## src/rtl/estm_pkg.sv

```systemverilog
// shared types, constants and fixed-point helpers for the transform matrix builder
`default_nettype none
package estm_pkg;

    typedef logic [32:0] term_t;

    typedef struct packed {
        term_t [2:0][2:0]  rot;
        logic  [2:0][31:0] scl;
        logic  [2:0][31:0] trn;
        logic              zs;
    } item_t;

    typedef struct packed {
        logic start;
        logic normal;
    } lane_ctl_t;

    localparam logic signed [33:0] INV_TWO_PI = 34'sd683565276;
    localparam logic signed [33:0] ONE_Q30    = 34'sd1073741824;
    localparam logic signed [67:0] HALF_Q30   = 68'sd536870912;
    localparam logic signed [31:0] SAT_MAX    = 32'sh7fffffff;
    localparam logic signed [31:0] SAT_MIN    = 32'sh80000000;
    localparam logic [16:0]        W_ONE      = 17'd65536;
    localparam logic [2:0]         TRN_COL    = 3'd3;
    localparam logic [2:0]         NRM_COL0   = 3'd4;
    localparam logic [2:0]         LAST_COL   = 3'd6;
    localparam logic [1:0]         FIFO_DEPTH = 2'd2;
    localparam logic [5:0]         DIV_STEPS  = 6'd35;

    function automatic logic signed [33:0] horner_coef(input logic [2:0] k);
        logic signed [33:0] c;
        case (k)
            3'd0:    c = 34'sd3864;
            3'd1:    c = 34'sd172272;
            3'd2:    c = 34'sd5026995;
            3'd3:    c = 34'sd85569306;
            3'd4:    c = 34'sd693598668;
            default: c = 34'sd1686629713;
        endcase
        return c;
    endfunction

    function automatic logic signed [67:0] round_q30(input logic signed [67:0] p);
        return (p + HALF_Q30) >>> 30;
    endfunction

    function automatic logic signed [31:0] sat32(input logic signed [67:0] v);
        logic signed [31:0] r;
        if (v > 68'sd2147483647)
        begin
            r = SAT_MAX;
        end
        else if (v < -68'sd2147483648)
        begin
            r = SAT_MIN;
        end
        else
        begin
            r = v[31:0];
        end
        return r;
    endfunction

endpackage
`default_nettype wire

```

## src/rtl/estm_fifo.sv

```systemverilog
// two-entry queue of prepared rotation terms between front and back
`default_nettype none
module estm_fifo (
    input  logic            clk,
    input  logic            rst_n,
    input  logic            push,
    input  estm_pkg::item_t wr_item,
    output logic            full,
    input  logic            pop,
    output logic            empty,
    output estm_pkg::item_t head
);
    import estm_pkg::*;

    item_t      mem_reg [2];
    logic       wr_ptr_reg;
    logic       rd_ptr_reg;
    logic [1:0] cnt_reg;

    assign full  = (cnt_reg == FIFO_DEPTH);
    assign empty = (cnt_reg == 2'd0);
    assign head  = mem_reg[rd_ptr_reg];

    always_ff @(posedge clk or negedge rst_n)
    begin
        if (!rst_n)
        begin
            wr_ptr_reg <= 1'b0;
            rd_ptr_reg <= 1'b0;
            cnt_reg    <= 2'd0;
        end
        else
        begin
            if (push && !full)
            begin
                mem_reg[wr_ptr_reg] <= wr_item;
                wr_ptr_reg          <= !wr_ptr_reg;
            end
            if (pop && !empty)
            begin
                rd_ptr_reg <= !rd_ptr_reg;
            end
            if ((push && !full) && !(pop && !empty))
            begin
                cnt_reg <= cnt_reg + 2'd1;
            end
            else if (!(push && !full) && (pop && !empty))
            begin
                cnt_reg <= cnt_reg - 2'd1;
            end
        end
    end

endmodule
`default_nettype wire

```

## config.mk

```make
export PLATFORM = sky130hd
export DESIGN_NAME = estm_fifo
export DESIGN_NICKNAME = d
export VERILOG_FILES = /design/src/rtl/estm_pkg.sv /design/src/rtl/estm_fifo.sv
export SDC_FILE = /design/constraint.sdc
export NUM_CORES = 1
export LEC_CHECK = 0
export BUFFER_PORTS_ARGS = -buffer_cell sky130_fd_sc_hd__buf_2
export CAP_MARGIN = 20
export CORE_AREA = 2 2 386 388
export CTS_CLUSTER_SIZE = 14
export DETAILED_ROUTE_END_ITERATION = 6
export DIE_AREA = 0 0 388 390
export GPL_ROUTABILITY_DRIVEN = 0
export GPL_TIMING_DRIVEN = 1
export SYNTH_ARGS = -nofsm -noshare
export SYNTH_HDL_FRONTEND = slang
export SYNTH_SLANG_ARGS = --single-unit
```

## constraint.sdc

```tcl
create_clock -name clk -period 39.1 [get_ports clk]
set_input_delay 1.955 -clock clk [delete_from_list [all_inputs] [get_ports clk]]
set_output_delay 1.955 -clock clk [all_outputs]
set_load 0.1 [all_outputs]
```

Yosys cells after proc, flatten, opt, wreduce, memory -nomap -nowiden:

Memories as Yosys holds them, arrays and structs flattened.
Cells that the tools add are included.

* memories kept: 1
* word-level logic and storage cells: 24
* memory bits (writable): 980
* input bits: 494
* output and inout port bits: 492
* register bits after elaboration: 4

* equality and inequality tests: 1
* multiplexer cells: 4
* reductions and logical operators: 13
* $add $sub $neg: 2

Memory list
* mem_reg: words 2, bits a word 490, rd ports 1, clocked after memory_dff 0, wr ports 1, RTL line estm_fifo.sv:15 `item_t mem_reg [2];`

Operator list (count)
* $logic_not A1 Y1: 6
* $logic_and A1 B1 Y1: 5
* $mux W2: 2
* $add A2 B1 Y2 const B: 1
* $eq A2 B2 Y1 const B: 1
* $logic_not A2 Y1: 1
* $mux W1: 2
* $reduce_bool A2 Y1: 1
* $sub A2 B1 Y2 const B: 1

Longest topological paths before layout:

Gate-level depths: netlist (run 1).

* depth after elaboration: 7
* gate-level depth with buffers: 7
* gate-level depth less buffers: 7

Worst setup path before layout (run 1):

Ideal clock, no wire load.

* path kind: input -> register
* start point: input port push
* end point: memory mem_reg[0][0] in the netlist's numbering, enable pin
* required time: 37059 ps
* library setup time: 2041 ps
* setup slack: -192 ps
* path buffers: 0
* stages: 2
* arrival time: 37251 ps
* path through: nand2_1 -> nor3b_1

* cells in the longest elaborated chain, start to end: 4

Ends and longest elaborated chain
* start: declaration: RTL line estm_fifo.sv:6 `input logic push,`
* $logic_and A1 B1 Y1: RTL line estm_fifo.sv:34 `if (push && !full)`
* $mux W1: RTL line estm_fifo.sv:34
* $logic_and A1 B1 Y1 (not written as such): RTL line estm_fifo.sv:36 `mem_reg[wr_ptr_reg] <= wr_item;`
* $mux W1 (not written as such): RTL line estm_fifo.sv:36
* end: declaration: RTL line estm_fifo.sv:15

Every way passes these cells.

==> flow_metrics.tcl, run 1 <==
set metrics [dict create \
    post-cts-setup-buffer-count 0 \
    fin_skew_ns 0.03604 \
    insertion_delay_ns 0.71 \
    crit_required_ns 37.14 \
    largest_reg_flops 980 \
    max_stage_delay_ns 1.02 \
    grt_pass1_wl_mm 137.8 \
    final_util 0.3141 \
    synth_fp_nets 2039 \
    ctsHoldBuffers 0 \
    netlist-cell-type-count 17 \
    drive_gt1_frac 0.5892 \
    clkTransAtPathRegs_ns 0.06 \
    cp-start-kind "flop" \
    die_h_um 390 \
    status "completed" \
    crit_top_cell "buf_4" \
    cts_resized 0 \
    cts.sinks 984 \
    nFillCells 14497 \
    ys.flop_type "edfxtp_1" \
    final_nets 3094 \
    slew_headroom 0.3258 \
    drc 0 \
    end_kind "primary output" \
    synth_cells 1544 \
    placed_area_sq_um 42870 \
    grt_antenna_before_repair 59 \
    cp_top_family "buffers and inverters" \
    die_x_um 388 \
    max-cap-violations 0 \
    cts_htree_levels 3 \
    ant_nets 0 \
    cp_slowest_cell "dfrtp_4" \
    design.die.area_sq_um 151300 \
    rows 141 \
    synth_edf_count 980 \
    track_usage 0.1269 \
    hold_class "reg2reg" \
    synthArstFlopShare 0.004065 \
    crit_fanout 66 \
    yosys_warnings 0 \
    area_growth_pct 28.68 \
    root_buffer "clkbuf_16" \
    setup_viol 0 \
    initialDrtViolationCount 1141 \
    drtPass1Iterations 6 \
    dp_hpwl_mm 73.32 \
    io_pins 986 \
    syn_area_sq_um 35910 \
    worstMarginPinSlew_ns 1.011 \
    finalWirelength_mm 100.5 \
    io_buffers 985 \
    cts_tree "yes" \
    synth_seq_area_share 0.8223 \
    cp_cell_sequence "buf_4, buf_4, buf_4, buf_16, mux2_1, buf_2" \
    coreArea_sq_um 147100 \
    timing.final.crit_share 0.1821 \
    path_buf_inv 5 \
    path_class "reg2out" \
    initial_utilization 0.2441 \
    rsz0062_at_grt "false" \
    numCtsBuffers 103 \
    synth.avg_cell_area_sq_um 23.26 \
    grt_pass1_vias 19267 \
    grt_start_max_net_pins 152 \
    grt_overflow 0 \
    cts_buffer_depth 3 \
    setup_tns_ns 0 \
    max_freq_ghz 0.1405 \
    num_vias 18723 \
    drv_slew 0 \
    synth-seq-cells 984 \
    via_per_inst 4.041 \
    routedWlPerCell_um 21.69 \
    fin_crit_ns 7.120 \
    fin_area_sq_um 46210 \
    hold_viol 0 \
    arrival_ns 5.16 \
]
layout make-up:
cell class | instances | area (sq um) | area share
inverter | 2 | 7.507 | 0.0001625
timing repair buffer | 1005 | 5137 | 0.1112
tap | 1930 | 2415 | 0.05226
antenna | 23 | 57.56 | 0.001246
multi-input combinational | 503 | 5777 | 0.1250
clock buffer | 135 | 2719 | 0.05884
clock inverter | 51 | 563.0 | 0.01218
sequential | 984 | 29530 | 0.6391
cells in the mapped netlist, types with 2 or more instances:
cell	n	area [sq um]
inv_1	2	7.510
nor2_1	2	7.510
mux2_1	58	653.1
buf_6	54	608.1
dfrtp_1	4	100.1
xnor2_1	3	26.28
mux2_2	392	4414
xor2_1	2	17.52
mux2_4	40	600.6
edfxtp_1	980	29430
layout by cell type (no fill, tap or decap), types with 2 or more instances in the layout:
cell and count:
buf_2 985, edfxtp_1 980, mux2_2 392, clkbuf_16 104
mux2_1 58, mux2_4 40, clkbuf_1 31, diode_2 23
clkinv_1 16, buf_4 16, clkinv_2 12, bufinv_16 8
clkinvlp_4 5, xnor2_1 3, clkinv_16 3, clkinv_4 3
dfrtp_1 3, buf_12 3, nor2_1 2, inv_1 2
xor2_1 2, inv_6 2
worst paths after layout:
check,start,to,slack [ns],cells after the start
worst min register to register,cnt_reg[1],cnt_reg[1],0.51,1
worst max-delay path,rd_ptr_reg,head[404],31.98,6
max in group asynchronous,rst_n,rd_ptr_reg,37.84,1
min in group asynchronous,rst_n,cnt_reg[1],1.09,1
worst max register to register,cnt_reg[0],mem_reg[1][407],34.59,7
worst min-delay path,cnt_reg[1],cnt_reg[1],0.51,1
per-layer routing:
metal	routed length [um]	GRT usage	up-vias
met5	55	0	-
met4	2871	0.04202	10
met3	9394	0.04481	212
met2	50690	0.2203	775
met1	37470	0.1451	9380
li1	-	-	8346
kinds of logic (layout without fill, tap and decap cells):
family,count (synthesis),after routing,synth area share
XOR/XNOR,5,5,0.001220
adder cells (fa/ha/maj),1,1,0.0003484
AND/OR/NAND/NOR,6,6,0.0008714
buffers and inverters,57,1193,0.01728
other,0,23,0
AO/OA/AOI/OAI,1,1,0.0001392
multiplexers,490,490,0.1578
flip-flops,984,984,0.8223
metrics by stage:
step / hold WS, ns / cells / worst slack [ns]
global route: 0.5543 / 4613 / 31.68
global placement: 0.5037 / 4423 / 32.34
CTS: 0.5126 / 4610 / 31.82
detailed placement: 0.5017 / 4424 / 32.58
finish: 0.5117 / 4633 / 31.98
floorplan: 0.4796 / 1544 / 17.23
Power of run 1 is left out: the tool's default activity adds up to more than one toggle a clock period on the data nets, which glitch-free logic cannot reach.
==> run 2: changes to the inputs <==
CORE_AREA = 2 2 389 391   (was 2 2 386 388)
DIE_AREA = 0 0 391 393   (was 0 0 388 390)
clock period = 7 ns   (was 39.1 ns; I/O delays follow)
==> run 2 against run 1 <==
Effect of this change:
- worst setup slack got worse by 29 ns
- sequential share of layout area fell by 6.3 points
- count of clock-buffer cells in the layout decreased by 8
- critical endpoint is now head[421]
- highest routed layer is now met4
==> flow_metrics.tcl, run 2 (synthesis gave the netlist of run 1 again) <==
set metrics [dict create \
    max_stage_delay_ns 1.06 \
    io_pins 986 \
    multi_input_comb_area_sq_um 5792 \
    root_buffer "clkbuf_16" \
    largest_reg_flops 980 \
    worstRegToRegCells 5 \
    grt_pass1_wl_mm 139.7 \
    max_freq_ghz 0.2725 \
    final_common_cell "buf_2" \
    post-cts-setup-buffer-count 0 \
    rows 142 \
    nFillCells 14155 \
    via_per_inst 4.028 \
    cts_htree_levels 3 \
    end_kind "primary output" \
    cp_cell_sequence "buf_12, mux2_2, buf_2" \
    clkTransAtPathRegs_ns 0.06 \
    drc 0 \
    initial_utilization 0.2406 \
    area_growth_pct 42.65 \
    regArea_sq_um 29530 \
    numCtsBuffers 105 \
    cp-start-kind "flop" \
    io_buffers 985 \
    slew_headroom 0.2492 \
    cts_tree "yes" \
    ctsHoldBuffers 494 \
    die_x_um 391 \
    final_nets 3595 \
    drtPass1Iterations 5 \
    r2r-end "mem_reg[1][381]" \
    path_class "reg2out" \
    final_cell_mix "buf_2, edfxtp_1, dlygate4sd3_1" \
    r2r_setup_slack_ns 4.04 \
    fin_skew_ns 0.02311 \
    routedWlPerCell_um 19.50 \
    hold_viol 0 \
    track_usage 0.1224 \
    ant_nets 0 \
    fin_crit_ns 3.670 \
    hold_class "in2reg" \
    arrival_ns 3.32 \
    crit_fanout 109 \
    max-cap-violations 0 \
    grt_antenna_before_repair 5 \
    design.die.area_sq_um 153700 \
    num_vias 20645 \
    die_h_um 393 \
    whs_path_depth 2 \
    r2r_start "cnt_reg[0]" \
    drv_slew 0 \
    initialDrtViolationCount 941 \
    rsz0062_at_grt "false" \
    grt_start_max_net_pins 159 \
    timing.final.crit_share 0.5243 \
    holdPathEnd "mem_reg[1][28]" \
    cts_resized 0 \
    grt_overflow 0 \
    dp_hpwl_mm 68.85 \
    worstMarginPinSlew_ns 1.126 \
    setup_tns_ns 0 \
    insertion_delay_ns 0.68 \
    grt_pass1_vias 22074 \
    cts.sinks 984 \
    cts_buffer_depth 3 \
    hold_path.startpoint "wr_item[28]" \
    setup_viol 0 \
    finalWirelength_mm 99.95 \
    cp_slowest_cell "dfrtp_4" \
    drive_gt1_frac 0.4997 \
    crit_required_ns 6.65 \
    status "completed" \
    coreArea_sq_um 149200 \
]
[run 2: worst max-delay path by stage]
stage               start         endpoint  depth (start not counted)
2_1_floorplan  cnt_reg[0]    mem_reg[0][0]                          3
3_3_place_gp   cnt_reg[0]  mem_reg[1][167]                          6
3_5_place_dp   cnt_reg[0]  mem_reg[1][156]                          6
4_1_cts        rd_ptr_reg        head[421]                          3
5_1_grt        rd_ptr_reg        head[421]                          3
6_report       rd_ptr_reg        head[421]                          3
[run 2: metrics by stage]
| step | setup WS [ns] | instance area [sq um] | utilization | cells | hold slack [ns] |
|---|---|---|---|---|---|
| 2_1_floorplan | -6.335 | 35940 | - | 1544 | 0.05441 |
| 3_3_place_gp | 3.993 | 42990 | 0.2881 | 4443 | 0.1724 |
| 3_5_place_dp | 3.940 | 42990 | 0.2881 | 4443 | 0.1735 |
| 4_1_cts | 3.241 | 51210 | 0.3431 | 5118 | 0.2696 |
| 5_1_grt | 3.188 | 51210 | 0.3431 | 5119 | 0.3005 |
| 6_report | 3.330 | 51220 | 0.3432 | 5125 | 0.3735 |
[run 2: final cells by class]
cell class	instances	area share
inverter	2	0.0001466
clock buffer	127	0.05374
timing repair buffer	1504	0.1986
clock inverter	54	0.01006
antenna	7	0.0003420
sequential	984	0.5765
multi-input combinational	503	0.1131
tap	1944	0.04748
[run 2: worst max-delay path: cells and delay by family (launching register included)]
| family | cells | cell delay (ns) |
|---|---|---|
| buffers and inverters | 2 | 0.88 |
| DFF | 1 | 1.06 |
| muxes | 1 | 0.30 |
[run 2: per-layer routing]
metal  wire (um)  part of all wire  vias to the layer above  track usage
met2       50740              0.51                      825       0.2137
met5           0                 0                        -            0
met3        8101             0.081                      217      0.04053
met1       37140              0.37                    10292       0.1360
met4        3971             0.040                        0      0.05251
li1            -                 -                     9311            -
Power of run 2 is left out for the same reason.
==> run 3: changes to the inputs <==
ABC_AREA = 1   (was unset)
CORE_AREA = 2 2 380 382   (was 2 2 389 391)
DIE_AREA = 0 0 382 384   (was 0 0 391 393)
clock period = 3.7 ns   (was 7 ns; I/O delays follow)
==> run 3 against run 2 <==
Effect of this change:
- final cell count rose by 19%
- critical endpoint is now head[255]
- worst setup slack got worse by 3.0 ns
- via count grew 23%
==> flow_metrics.tcl, run 3 <==
set metrics [dict create \
    status "completed" \
    fin_hold_ws_ns 0.1989 \
    hold_viol 0 \
    rows 139 \
    cts.sinks 984 \
    track_usage 0.1430 \
    drtPass1Iterations 5 \
    area_growth_pct 42.21 \
    netlist-cell-type-count 17 \
    io_buffers 985 \
    setup_viol 0 \
    synth_seq_area_share 0.8159 \
    max-cap-violations 0 \
    grt_overflow 0 \
    crit_fanout 119 \
    cts_tree "yes" \
    insertion_delay_ns 0.71 \
    synthArstFlopShare 0.004065 \
    fin_area_sq_um 51470 \
    die_x_um 382 \
    via_per_inst 4.165 \
    rsz0062_at_grt "false" \
    root_buffer "clkbuf_16" \
    slew_headroom 0.4559 \
    grt_pass1_wl_mm 158.2 \
    fin_crit_ns 3.379 \
    cts_buffer_depth 3 \
    timing.final.crit_share 0.9133 \
    cp-start-kind "flop" \
    synth-seq-cells 984 \
    final_cell_mix "nand2_1, buf_2, edfxtp_1" \
    cts_resized 0 \
    syn_area_sq_um 36190 \
    yosys-top-cells-count "nand2_1, edfxtp_1, buf_6, buf_2, buf_4" \
    dp_hpwl_mm 76.31 \
    worstMarginPinSlew_ns 0.8161 \
    die_h_um 384 \
    post-cts-setup-buffer-count 0 \
    design.die.area_sq_um 146700 \
    num_vias 25477 \
    synth_top_area_frac 0.8131 \
    routedWlPerCell_um 18.02 \
    drv_slew 0 \
    synth_fp_nets 3087 \
    end_kind "primary output" \
    final_common_cell "nand2_1" \
    cts_htree_levels 3 \
    synth_top_area_cell "edfxtp_1" \
    nFillCells 13619 \
    crit_required_ns 3.51 \
    max_freq_ghz 0.2959 \
    synth_cells 2592 \
    synth_edf_count 980 \
    hold_class "in2reg" \
    numCtsBuffers 102 \
    drive_gt1_frac 0.2822 \
    final_nets 4611 \
    path_class "reg2out" \
    synth.avg_cell_area_sq_um 13.96 \
    initial_utilization 0.2535 \
    synth.most_common_cell "nand2_1" \
    grt_pass1_vias 25478 \
    placed_area_sq_um 43110 \
    place_ws_ns 1.058 \
    ant_nets 0 \
    netlist_top_cells_area "edfxtp_1, nand2_1, buf_6" \
    fin_ws_ns 0.3208 \
    coreArea_sq_um 142800 \
    yosys_warnings 0 \
    clkTransAtPathRegs_ns 0.06 \
    final_util 0.3605 \
    arrival_ns 3.19 \
    drc 0 \
    io_pins 986 \
    grt_start_max_net_pins 122 \
    fin_skew_ns 0.03496 \
    finalWirelength_mm 110.2 \
    initialDrtViolationCount 1641 \
    ys.flop_type "edfxtp_1" \
    largest_reg_flops 980 \
    grt_antenna_before_repair 21 \
]
## run 3: cell types whose count changed after synthesis, sizes merged, moves of 2 or more
cell and delta:
xor2 -2, inv +6, mux2 -490, nor2 +2
nand2 +1478, xnor2 -2, buf +54
## run 3: final timing paths
kind / cells past startpoint / end / slack (ns) / startpoint
max in group asynchronous: 3 / rd_ptr_reg / 3.02 / rst_n
worst max register to register: 6 / mem_reg[0][356] / 1.44 / cnt_reg[0]
worst max-delay path: 6 / head[255] / 0.32 / rd_ptr_reg
min in group asynchronous: 3 / rd_ptr_reg / 0.48 / rst_n
worst min-delay path: 2 / mem_reg[1][13] / 0.20 / wr_item[13]
worst min register to register: 2 / wr_ptr_reg / 0.50 / wr_ptr_reg
## run 3: metrics by stage
step | TNS [ns] | std cells
final | 0 | 6117
after global routing | 0 | 6111
after CTS | 0 | 6102
after detailed placement | 0 | 5421
after global placement | 0 | 5421
after floorplan | -6912.81 | 2592
## run 3: timing repair
| item | CTS | global route |
|---|---|---|
| hold endpoints to repair | 987 | 0 |
| hold buffers | 494 | 0 |
| endpoints found under the setup margin | 0 | 0 |
## run 3: routing by layer
metal,GRT usage,wire (um),share of wire
met1,0.1710,43040,0.39
met2,0.2439,54850,0.50
met3,0.03875,8859,0.080
met4,0.05694,3422,0.031
met5,0,69,0.00063
## run 3: cell type report
class | count | area (sq um) | area share
diodes | 15 | 37.54 | 0.0007293
clock inverters | 62 | 716.9 | 0.01393
clock buffers | 125 | 2660 | 0.05168
flip-flops and latches | 984 | 29530 | 0.5738
multi-input cells | 1491 | 5644 | 0.1097
well taps | 1903 | 2381 | 0.04626
inverters | 8 | 46.29 | 0.0008995
repair buffers | 1529 | 10450 | 0.2030
## run 3: cells by family after synthesis
group / after synthesis / share of synthesized area
compound gates: 2 / 0.0002766
xor+xnor: 1 / 0.0002420
fa+ha+maj: 1 / 0.0003457
buf+inv: 117 / 0.02876
flops: 984 / 0.8159
simple gates: 1487 / 0.1545
## run 3: critical path, cell delays in order, from the launching register on
cell     delay, ns
dfrtp_4       0.71
inv_16        0.40
buf_12        0.33
buf_4         0.21
nand2_1       0.06
nand2_1       0.05
buf_2         0.43
Power of run 3 is left out for the same reason.
