==> src/rtl/estm_pkg.sv <==
// shared types, constants and fixed-point helpers for the transform matrix builder
`default_nettype none
package estm_pkg;

    typedef logic [32:0] term_t;

    typedef struct packed {
        term_t [2:0][2:0]  rot;
        logic  [2:0][31:0] scl;
        logic  [2:0][31:0] trn;
        logic              zs;
    } item_t;

    typedef struct packed {
        logic start;
        logic normal;
    } lane_ctl_t;

    localparam logic signed [33:0] INV_TWO_PI = 34'sd683565276;
    localparam logic signed [33:0] ONE_Q30    = 34'sd1073741824;
    localparam logic signed [67:0] HALF_Q30   = 68'sd536870912;
    localparam logic signed [31:0] SAT_MAX    = 32'sh7fffffff;
    localparam logic signed [31:0] SAT_MIN    = 32'sh80000000;
    localparam logic [16:0]        W_ONE      = 17'd65536;
    localparam logic [2:0]         TRN_COL    = 3'd3;
    localparam logic [2:0]         NRM_COL0   = 3'd4;
    localparam logic [2:0]         LAST_COL   = 3'd6;
    localparam logic [1:0]         FIFO_DEPTH = 2'd2;
    localparam logic [5:0]         DIV_STEPS  = 6'd35;

    function automatic logic signed [33:0] horner_coef(input logic [2:0] k);
        logic signed [33:0] c;
        case (k)
            3'd0:    c = 34'sd3864;
            3'd1:    c = 34'sd172272;
            3'd2:    c = 34'sd5026995;
            3'd3:    c = 34'sd85569306;
            3'd4:    c = 34'sd693598668;
            default: c = 34'sd1686629713;
        endcase
        return c;
    endfunction

    function automatic logic signed [67:0] round_q30(input logic signed [67:0] p);
        return (p + HALF_Q30) >>> 30;
    endfunction

    function automatic logic signed [31:0] sat32(input logic signed [67:0] v);
        logic signed [31:0] r;
        if (v > 68'sd2147483647)
        begin
            r = SAT_MAX;
        end
        else if (v < -68'sd2147483648)
        begin
            r = SAT_MIN;
        end
        else
        begin
            r = v[31:0];
        end
        return r;
    endfunction

endpackage
`default_nettype wire

==> src/rtl/estm_front.sv <==
// front end: input buffer, angle phases, sine/cosine and rotation terms on one shared multiplier
`default_nettype none
module estm_front (
    input  logic               clk,
    input  logic               rst_n,
    input  logic               push,
    output logic               full,
    input  logic signed [31:0] translate_x,
    input  logic signed [31:0] translate_y,
    input  logic signed [31:0] translate_z,
    input  logic signed [31:0] angle_x,
    input  logic signed [31:0] angle_y,
    input  logic signed [31:0] angle_z,
    input  logic signed [31:0] scale_x,
    input  logic signed [31:0] scale_y,
    input  logic signed [31:0] scale_z,
    input  logic               fifo_full,
    output logic               fifo_push,
    output estm_pkg::item_t    fifo_item
);
    import estm_pkg::*;

    typedef enum logic [2:0] {F_IDLE, F_PHASE, F_SINE, F_ROT, F_PUSH} fstate_t;

    localparam logic [2:0] S1 = 3'd0;
    localparam logic [2:0] C1 = 3'd1;
    localparam logic [2:0] S2 = 3'd2;
    localparam logic [2:0] C2 = 3'd3;
    localparam logic [2:0] S3 = 3'd4;
    localparam logic [2:0] C3 = 3'd5;

    fstate_t            state_reg;
    logic               buf_valid_reg;
    logic signed [31:0] buf_ang_reg [3];
    logic signed [31:0] buf_trn_reg [3];
    logic signed [31:0] buf_scl_reg [3];
    logic signed [31:0] ang_reg [3];
    logic [31:0]        ph_reg [3];
    logic [3:0]         step_reg;
    logic [2:0]         ev_reg;
    logic               half_reg;
    logic [30:0]        x2_reg;
    logic signed [33:0] p_reg;
    logic signed [31:0] sc_reg [6];
    logic signed [31:0] s1s2_reg;
    logic signed [31:0] c1s2_reg;
    logic signed [67:0] prod_reg;
    item_t              item_reg;

    logic [31:0]        sph;
    logic [30:0]        xq;
    logic signed [33:0] mul_a;
    logic signed [33:0] mul_b;
    logic signed [67:0] shr;
    logic signed [67:0] rnd;
    logic signed [32:0] r;
    logic signed [33:0] qs;
    logic signed [31:0] qlim;
    logic signed [31:0] sv;

    assign sph  = ph_reg[ev_reg[2:1]] + ({ev_reg[0], 31'd0} >> 1);
    assign xq   = sph[30] ? (31'h40000000 - {1'b0, sph[29:0]}) : {1'b0, sph[29:0]};
    assign shr  = prod_reg >>> 30;
    assign rnd  = round_q30(prod_reg);
    assign r    = rnd[32:0];
    assign qs   = shr[33:0];
    assign qlim = (qs > ONE_Q30) ? 32'sh40000000 : qs[31:0];
    assign sv   = sph[31] ? -qlim : qlim;

    assign full      = buf_valid_reg;
    assign fifo_push = (state_reg == F_PUSH) && !fifo_full;
    assign fifo_item = item_reg;

    always_comb
    begin
        mul_a = 34'sd0;
        mul_b = 34'sd0;
        unique case (state_reg)
            F_PHASE:
            begin
                mul_a = 34'(ang_reg[step_reg[1:0]]);
                mul_b = INV_TWO_PI;
            end
            F_SINE:
            begin
                if (step_reg == 4'd0)
                begin
                    mul_a = {3'b000, xq};
                    mul_b = {3'b000, xq};
                end
                else if (step_reg == 4'd6)
                begin
                    mul_a = {3'b000, xq};
                    mul_b = p_reg;
                end
                else
                begin
                    mul_a = {3'b000, x2_reg};
                    mul_b = p_reg;
                end
            end
            F_ROT:
            begin
                case (step_reg)
                    4'd0:    begin mul_a = 34'(sc_reg[S1]); mul_b = 34'(sc_reg[S2]); end
                    4'd1:    begin mul_a = 34'(sc_reg[C1]); mul_b = 34'(sc_reg[S2]); end
                    4'd2:    begin mul_a = 34'(sc_reg[C1]); mul_b = 34'(sc_reg[C3]); end
                    4'd3:    begin mul_a = 34'(s1s2_reg);   mul_b = 34'(sc_reg[S3]); end
                    4'd4:    begin mul_a = 34'(sc_reg[C2]); mul_b = 34'(sc_reg[S3]); end
                    4'd5:    begin mul_a = 34'(c1s2_reg);   mul_b = 34'(sc_reg[S3]); end
                    4'd6:    begin mul_a = 34'(sc_reg[C3]); mul_b = 34'(sc_reg[S1]); end
                    4'd7:    begin mul_a = 34'(s1s2_reg);   mul_b = 34'(sc_reg[C3]); end
                    4'd8:    begin mul_a = 34'(sc_reg[C1]); mul_b = 34'(sc_reg[S3]); end
                    4'd9:    begin mul_a = 34'(sc_reg[C2]); mul_b = 34'(sc_reg[C3]); end
                    4'd10:   begin mul_a = 34'(c1s2_reg);   mul_b = 34'(sc_reg[C3]); end
                    4'd11:   begin mul_a = 34'(sc_reg[S1]); mul_b = 34'(sc_reg[S3]); end
                    4'd12:   begin mul_a = 34'(sc_reg[C2]); mul_b = 34'(sc_reg[S1]); end
                    default: begin mul_a = 34'(sc_reg[C1]); mul_b = 34'(sc_reg[C2]); end
                endcase
            end
            F_IDLE, F_PUSH:
            begin
                mul_a = 34'sd0;
                mul_b = 34'sd0;
            end
            default:
            begin
                mul_a = 34'sd0;
                mul_b = 34'sd0;
            end
        endcase
    end

    always_ff @(posedge clk or negedge rst_n)
    begin
        if (!rst_n)
        begin
            state_reg     <= F_IDLE;
            buf_valid_reg <= 1'b0;
            step_reg      <= 4'd0;
            ev_reg        <= 3'd0;
            half_reg      <= 1'b0;
        end
        else
        begin
            prod_reg <= mul_a * mul_b;
            if (push && !buf_valid_reg)
            begin
                buf_valid_reg  <= 1'b1;
                buf_ang_reg[0] <= angle_y;
                buf_ang_reg[1] <= angle_x;
                buf_ang_reg[2] <= angle_z;
                buf_trn_reg[0] <= translate_x;
                buf_trn_reg[1] <= translate_y;
                buf_trn_reg[2] <= translate_z;
                buf_scl_reg[0] <= scale_x;
                buf_scl_reg[1] <= scale_y;
                buf_scl_reg[2] <= scale_z;
            end
            unique case (state_reg)
                F_IDLE:
                begin
                    if (buf_valid_reg)
                    begin
                        buf_valid_reg   <= 1'b0;
                        ang_reg         <= buf_ang_reg;
                        item_reg.trn[0] <= buf_trn_reg[0];
                        item_reg.trn[1] <= buf_trn_reg[1];
                        item_reg.trn[2] <= buf_trn_reg[2];
                        item_reg.scl[0] <= buf_scl_reg[0];
                        item_reg.scl[1] <= buf_scl_reg[1];
                        item_reg.scl[2] <= buf_scl_reg[2];
                        item_reg.zs     <= (buf_scl_reg[0] == 32'sd0) ||
                                           (buf_scl_reg[1] == 32'sd0) ||
                                           (buf_scl_reg[2] == 32'sd0);
                        step_reg        <= 4'd0;
                        half_reg        <= 1'b0;
                        state_reg       <= F_PHASE;
                    end
                end
                F_PHASE:
                begin
                    half_reg <= !half_reg;
                    if (half_reg)
                    begin
                        ph_reg[step_reg[1:0]] <= prod_reg[47:16];
                        if (step_reg == 4'd2)
                        begin
                            step_reg  <= 4'd0;
                            ev_reg    <= 3'd0;
                            state_reg <= F_SINE;
                        end
                        else
                        begin
                            step_reg <= step_reg + 4'd1;
                        end
                    end
                end
                F_SINE:
                begin
                    half_reg <= !half_reg;
                    if (half_reg)
                    begin
                        if (step_reg == 4'd0)
                        begin
                            x2_reg   <= shr[30:0];
                            p_reg    <= horner_coef(3'd0);
                            step_reg <= step_reg + 4'd1;
                        end
                        else if (step_reg == 4'd6)
                        begin
                            sc_reg[ev_reg] <= sv;
                            step_reg       <= 4'd0;
                            if (ev_reg == C3)
                            begin
                                state_reg <= F_ROT;
                            end
                            else
                            begin
                                ev_reg <= ev_reg + 3'd1;
                            end
                        end
                        else
                        begin
                            p_reg    <= horner_coef(step_reg[2:0]) - shr[33:0];
                            step_reg <= step_reg + 4'd1;
                        end
                    end
                end
                F_ROT:
                begin
                    half_reg <= !half_reg;
                    if (half_reg)
                    begin
                        case (step_reg)
                            4'd0:  s1s2_reg <= r[31:0];
                            4'd1:  c1s2_reg <= r[31:0];
                            4'd2:  item_reg.rot[0][0] <= r;
                            4'd3:  item_reg.rot[0][0] <= $signed(item_reg.rot[0][0]) + r;
                            4'd4:  item_reg.rot[1][0] <= r;
                            4'd5:  item_reg.rot[2][0] <= r;
                            4'd6:  item_reg.rot[2][0] <= $signed(item_reg.rot[2][0]) - r;
                            4'd7:  item_reg.rot[0][1] <= r;
                            4'd8:  item_reg.rot[0][1] <= $signed(item_reg.rot[0][1]) - r;
                            4'd9:  item_reg.rot[1][1] <= r;
                            4'd10: item_reg.rot[2][1] <= r;
                            4'd11: item_reg.rot[2][1] <= $signed(item_reg.rot[2][1]) + r;
                            4'd12: item_reg.rot[0][2] <= r;
                            default:
                            begin
                                item_reg.rot[2][2] <= r;
                                item_reg.rot[1][2] <= -33'(sc_reg[S2]);
                            end
                        endcase
                        if (step_reg == 4'd13)
                        begin
                            state_reg <= F_PUSH;
                        end
                        else
                        begin
                            step_reg <= step_reg + 4'd1;
                        end
                    end
                end
                F_PUSH:
                begin
                    if (!fifo_full)
                    begin
                        state_reg <= F_IDLE;
                    end
                end
                default:
                begin
                    state_reg <= F_IDLE;
                end
            endcase
        end
    end

endmodule
`default_nettype wire

==> config.mk <==
export PLATFORM = sky130hd
export DESIGN_NAME = estm_front
export DESIGN_NICKNAME = d
export VERILOG_FILES = /design/src/rtl/estm_pkg.sv /design/src/rtl/estm_front.sv
export SDC_FILE = /design/constraint.sdc
export NUM_CORES = 2
export LEC_CHECK = 0
export ABC_CLOCK_PERIOD_IN_PS = 32000
export BUFFER_PORTS_ARGS = -buffer_cell sky130_fd_sc_hd__buf_2
export CAP_MARGIN = 20
export CORE_UTILIZATION = 56
export DETAILED_ROUTE_END_ITERATION = 16
export PLACE_DENSITY = 0.75
export SYNTH_ARGS = -nofsm -noshare
export SYNTH_HDL_FRONTEND = slang
export SYNTH_SLANG_ARGS = --single-unit
==> constraint.sdc <==
create_clock -name clk -period 32 [get_ports clk]
set_clock_uncertainty 0.1 [all_clocks]
set_input_delay 4.8 -clock clk [delete_from_list [all_inputs] [get_ports clk]]
set_output_delay 4.8 -clock clk [all_outputs]
set_load 0.005 [all_outputs]
# After elaboration in Yosys (flattened, before gate mapping)
# Memory sizes are Yosys's and may differ from the RTL's. A register that Yosys moved wholly into a read port is not among the register bits.
# Index checks and enable logic that the tools add are counted.
[word_totals]
regBits = 791
latch_bits = 0
ramBits = 480
romBits = 0
inputBits = 292
out_inout_bits = 492
wordCells = 201
memories = 4
[memory_table]
columns = ["name", "depth", "width", "rd", "rd_clocked_by_memory_dff", "write_ports", "line", "text"]
rows = [
  ["sc_reg", 6, 32, 6, 0, 1, "estm_front.sv:44", "logic signed [31:0] sc_reg [6];"],
  ["buf_scl_reg", 3, 32, 3, 0, 3, "estm_front.sv:36", "logic signed [31:0] buf_scl_reg [3];"],
  ["buf_trn_reg", 3, 32, 3, 3, 3, "estm_front.sv:35", "logic signed [31:0] buf_trn_reg [3];"],
  ["ph_reg", 3, 32, 1, 0, 1, "estm_front.sv:38", "logic [31:0] ph_reg [3];"],
]
[op_classes]
addsub = 12
n_mul = 1
div_mod_pow = 0
order_cmp = 2
n_eq_ne = 35
n_shift = 0
muxes = 65
bitwise_logic = 2
n_reduce_logical = 51
[ops]
columns = ["operator", "n"]
rows = [
  ["one-hot mux 33 bit (2 select lines)", 4],
  ["two-way mux 34 bit", 6],
  ["one-hot mux 34 bit (3 select lines)", 2],
  ["one-hot mux 34 bit (5 select lines)", 1],
  ["one-hot mux 31 bit (5 select lines)", 1],
  ["one-hot mux 34 bit (4 select lines)", 1],
  ["two-way mux 32 bit", 4],
  ["zero test 32 bit", 3],
  ["two-way mux 31 bit", 3],
  ["adder 33 bit", 2],
  ["subtractor 33 bit", 2],
  ["binary-select mux 32 bit (select 2 bit)", 1],
  ["multiplier 34 x 34 -> 64 bit", 1],
  ["adder 63 x 31 -> 63 bit, second input constant", 1],
  ["two-way mux 3 bit", 16],
  ["AND reduction 4 bit", 12],
  ["> comparator 34 x 32 -> 1 bit, second input constant", 1],
  ["subtractor 34 bit", 1],
  ["negation 32 -> 33 bit", 1],
  ["adder 32 x 31 -> 32 bit", 1],
  ["two-way mux 4 bit", 8],
  ["negation 32 bit", 1],
  ["subtractor 31 x 30 -> 31 bit, first input constant", 1],
  ["!= test 2 bit, second input constant", 13],
  ["other kinds (34)", 81],
]

# Depth between registers and ports, before layout
[depth]
depth_word = 8
depth_mapped = 46
ltp_nobuf = 43

# Worst setup path after synthesis
# Ideal clock, no wire load.
[synth_timing]
kind = "input-to-reg"
startpoint = "input port rst_n"
endpoint = "register buf_ang_reg[0] (netlist name) (enable)"
setup_ns = 0.689
arrival_ns = 11.399
required_ns = 31.211
path_slack_ns = 19.812
stages = 1
n_path_buf = 0
cell_sequence = "and3b_1"
[synth_via]
elab_chain_len = 1
[synth_rtl]
columns = ["item", "line", "text"]
rows = [
  ["start, declared", "estm_front.sv:5", "input logic rst_n,"],
  ["AND reduction 2 bit (no source line)", "-", ""],
  ["end, declared", "estm_front.sv:34", "logic signed [31:0] buf_ang_reg [3];"],
]
# No other way between the ends.
# A chain may end at the register's enable or synchronous reset.

# Worst setup path in the final report
[layout_timing]
startpoint = "register step_reg[0]"
endpoint = "register prod_reg[57] (data pin)"
[layout_via]
elab_chain_len = 6
word_cells_on_any_way = 33
[layout_rtl]
columns = ["item", "line", "text"]
rows = [
  ["start, declared", "estm_front.sv:39", "logic [3:0] step_reg;"],
  ["start signal, assigned", "estm_front.sv:195", "step_reg <= step_reg + 4'd1;"],
  ["start signal, assigned", "estm_front.sv:208", "step_reg <= step_reg + 4'd1;"],
  ["start signal, assigned", "estm_front.sv:226", "step_reg <= step_reg + 4'd1;"],
  ["parallel branches: the longest is 5 deep, another holds one-hot mux 34 bit (4 select lines)", "-", ""],
  ["multiplier 34 x 34 -> 64 bit *", "estm_front.sv:146", "prod_reg <= mul_a * mul_b;"],
  ["end signal, assigned", "estm_front.sv:146", ""],
  ["end, declared", "estm_front.sv:47", "logic signed [67:0] prod_reg;"],
]
# Mark *: on every way between the ends. The select of a mux whose other input is x is not followed.

==> metrics <==
most common cell after layout, fill and taps aside edfxtp_1; Finished Layout Cells 11351; TNS Setup 0 ns; Unique masters post-synth 112; sequential area share after synthesis 0.427; most frequent cells in the layout 1339 x edfxtp_1, 1309 x inv_1, 1159 x fa_1; Synth Flop Type edfxtp_1; CTS tree built; Net Sw Frac 0.337; Die X 414 um; syn_area_per_cell 11.5 sq um; clk slew on worst S/H paths 0.07 ns; CP startpoint kind flip-flop; WL/cell 28.6 um; post-synth top area share 0.424; Post-Place Cells 11050; Tot Pwr 5.38 mW; Sink Count 1351; Slew Viols, Final 0; max_slew headroom 0.124; Flop pwr share 0.416; Clock Tree Root clkbuf_16; Initial Util 0.566; Hold Buf Count CTS 0; die height 414 um; ys async rst share 0.00888; worst skew pair latency 0.82 ns; CTS resizes 0; maximum VDD drop 73.7 uV; most used cell, CP fa_1; Max Fclk 82.0 MHz; CP Class reg2reg; Synth Instances 8229; unrepaired setup endpoints after global routing false; syn nets 10042; layout cells sized above 1 0.151; final instance area 107000 sq um; row cnt 150; gpl congestion 1.18; final setup vio count 0; CTS H-tree depth 4; crit path max fanout 50; initial antenna violation count 105; xor and xnor area share after synthesis 0.0269; Remaining DRCs 0; P_leak 45.7 nW; vias in the first global route 70278; CTS Buffer Depth 3; setup bufs post-CTS 0; largest family of logic cells by synthesized area adder cells; Req. time, crit path 32.46 ns; Top-Level Pins 784; Post-Synth Simple-Gate Area 0.0996; GRT Total Usage 0.383; Syn. warnings 0; min cycle time layout 12.19 ns; CORE AREA 168000 sq um; via/cell ratio 6.08; Worst-Margin Slew 1.31 ns; Pint 3.57 mW; CP peak stage delay 0.57 ns; Total Wirelength 324 mm; Hold Crit Class reg2reg; synthesized-area fraction occupied by adder cells 0.292; post-synthesis instance area 94800 sq um; Compound-Gate Fraction of Synth Area 0.0791; total grt overflow 0; Maximum Capacitance Violations 0; Area contributors post-synth edfxtp_1 42%, fa_1 24%, inv_1 5.2%; first-pass GRT wire length 467 mm; DR iter-0 viols 8138; Crit. End Element flip-flop; Clock Power Share 0.303; slowest CP cell a2111oi_0; fin crit share 0.381; Power Dens Cells 50.4 nW/um^2; status completed; TritonCTS Buffers 137; die footprint 171000 sq um; port bufs 783; # fillers 12934; mux cell area share after synthesis 0.00834; total number of vias 69041; dpl hpwl 247 mm; #FFs+latches synth 1351; EDFF count, synth 1339; max FFs per register 490; switching power 1.81 mW; P&R area growth vs syn 12.6%; dominant cell type by area after synthesis edfxtp_1; dpl cell area 102000 sq um; pin count of the biggest net entering global routing 185; CP arrival 12.65 ns; Routed Antenna Nets 0; DR pass1 iterations 9; nets 10803; final hold vios 0; combinational share of power 0.281
-- through the flow --
stage	worst slack, ns	hold slack (ns)	util
floorplan	19.81	0.300	-
detailed placement	20.05	0.305	0.609
finish	19.81	0.314	0.637
CTS	20.06	0.316	0.636
global route	19.34	0.317	0.637
global placement	20.25	0.300	0.609
-- synth_stat cells (28+ instances only) --
cell type / n
buf_1: 32
mux2i_1: 70
xor2_1: 82
a22oi_1: 46
o221a_2: 28
a31oi_1: 34
nor3_1: 85
inv_1: 1309
edfxtp_1: 1339
clkbuf_1: 288
nor4_1: 37
o21ai_0: 198
and2_1: 50
nor2_1: 1017
nand2_1: 664
a222oi_1: 54
nand4_1: 30
a21o_1: 74
o21a_1: 44
nor2b_1: 41
nand3_1: 70
a21oi_1: 388
xnor2_1: 209
or3_1: 32
fa_1: 1159
or2_2: 29
nand2b_1: 74
ha_1: 362
o221ai_1: 36
-- power by group through the flow --
stage                     logic (mW)  clock network [mW]  registers [mW]
after floorplan                0.923                   0            2.21
after global placement          1.40                   0            2.27
after detailed placement        1.44                   0            2.26
after CTS                       1.46                1.64            2.23
after global routing            1.60                1.70            2.23
final                           1.51                1.63            2.24
-- logic make-up (layout without fill, tap and decap cells) --
logic type,after synthesis,count (layout)
compound gates,1131,1131
xor+xnor,291,291
fa+ha+maj,1521,1521
buf+inv,1666,2528
flops,1351,1351
mux,78,78
other cells,0,56
simple gates,2191,2191
-- metal layers --
| metal | share of wire | global-route usage | up-vias | wire length, um |
|---|---|---|---|---|
| li1 | - | - | 28786 | - |
| met1 | 0.34 | 0.471 | 34524 | 111000 |
| met2 | 0.45 | 0.574 | 4535 | 145000 |
| met3 | 0.13 | 0.120 | 1152 | 40600 |
| met4 | 0.085 | 0.275 | 44 | 27500 |
| met5 | 0.00088 | 0 | - | 287 |
-- final timing paths --
kind	startpoint	endpoint	slack, ns	cells past startpoint
max	step_reg[0]	prod_reg[57]	19.81	37
min	buf_ang_reg[10]	ang_reg[10]	0.31	0
max reg2reg	step_reg[0]	prod_reg[57]	19.81	37
min reg2reg	buf_ang_reg[10]	ang_reg[10]	0.31	0
max in group asynchronous	rst_n	ev_reg[2]	26.68	2
min in group asynchronous	rst_n	step_reg[3]	3.99	1
-- critical path: cells and delay by family (launching register included) --
| family | cells | cell delay (ns) |
|---|---|---|
| AO/OA/AOI/OAI | 13 | 3.76 |
| XOR/XNOR | 1 | 0.10 |
| flip-flops | 1 | 0.50 |
| adder cells (fa/ha/maj) | 10 | 4.51 |
| buffers and inverters | 7 | 1.72 |
| AND/OR/NAND/NOR | 6 | 1.15 |
-- final cells by class --
class	instances	area, sq um	share of cell area
antenna	56	140	0.00131
clock buffer	159	3610	0.0338
clock inverter	81	875	0.00819
inverter	1315	4940	0.0462
multi-input combinational	5212	48500	0.454
sequential	1351	40500	0.380
tap	2204	2760	0.0258
timing repair buffer	973	5410	0.0507
Note: power is estimated with default switching activity, not from simulation.
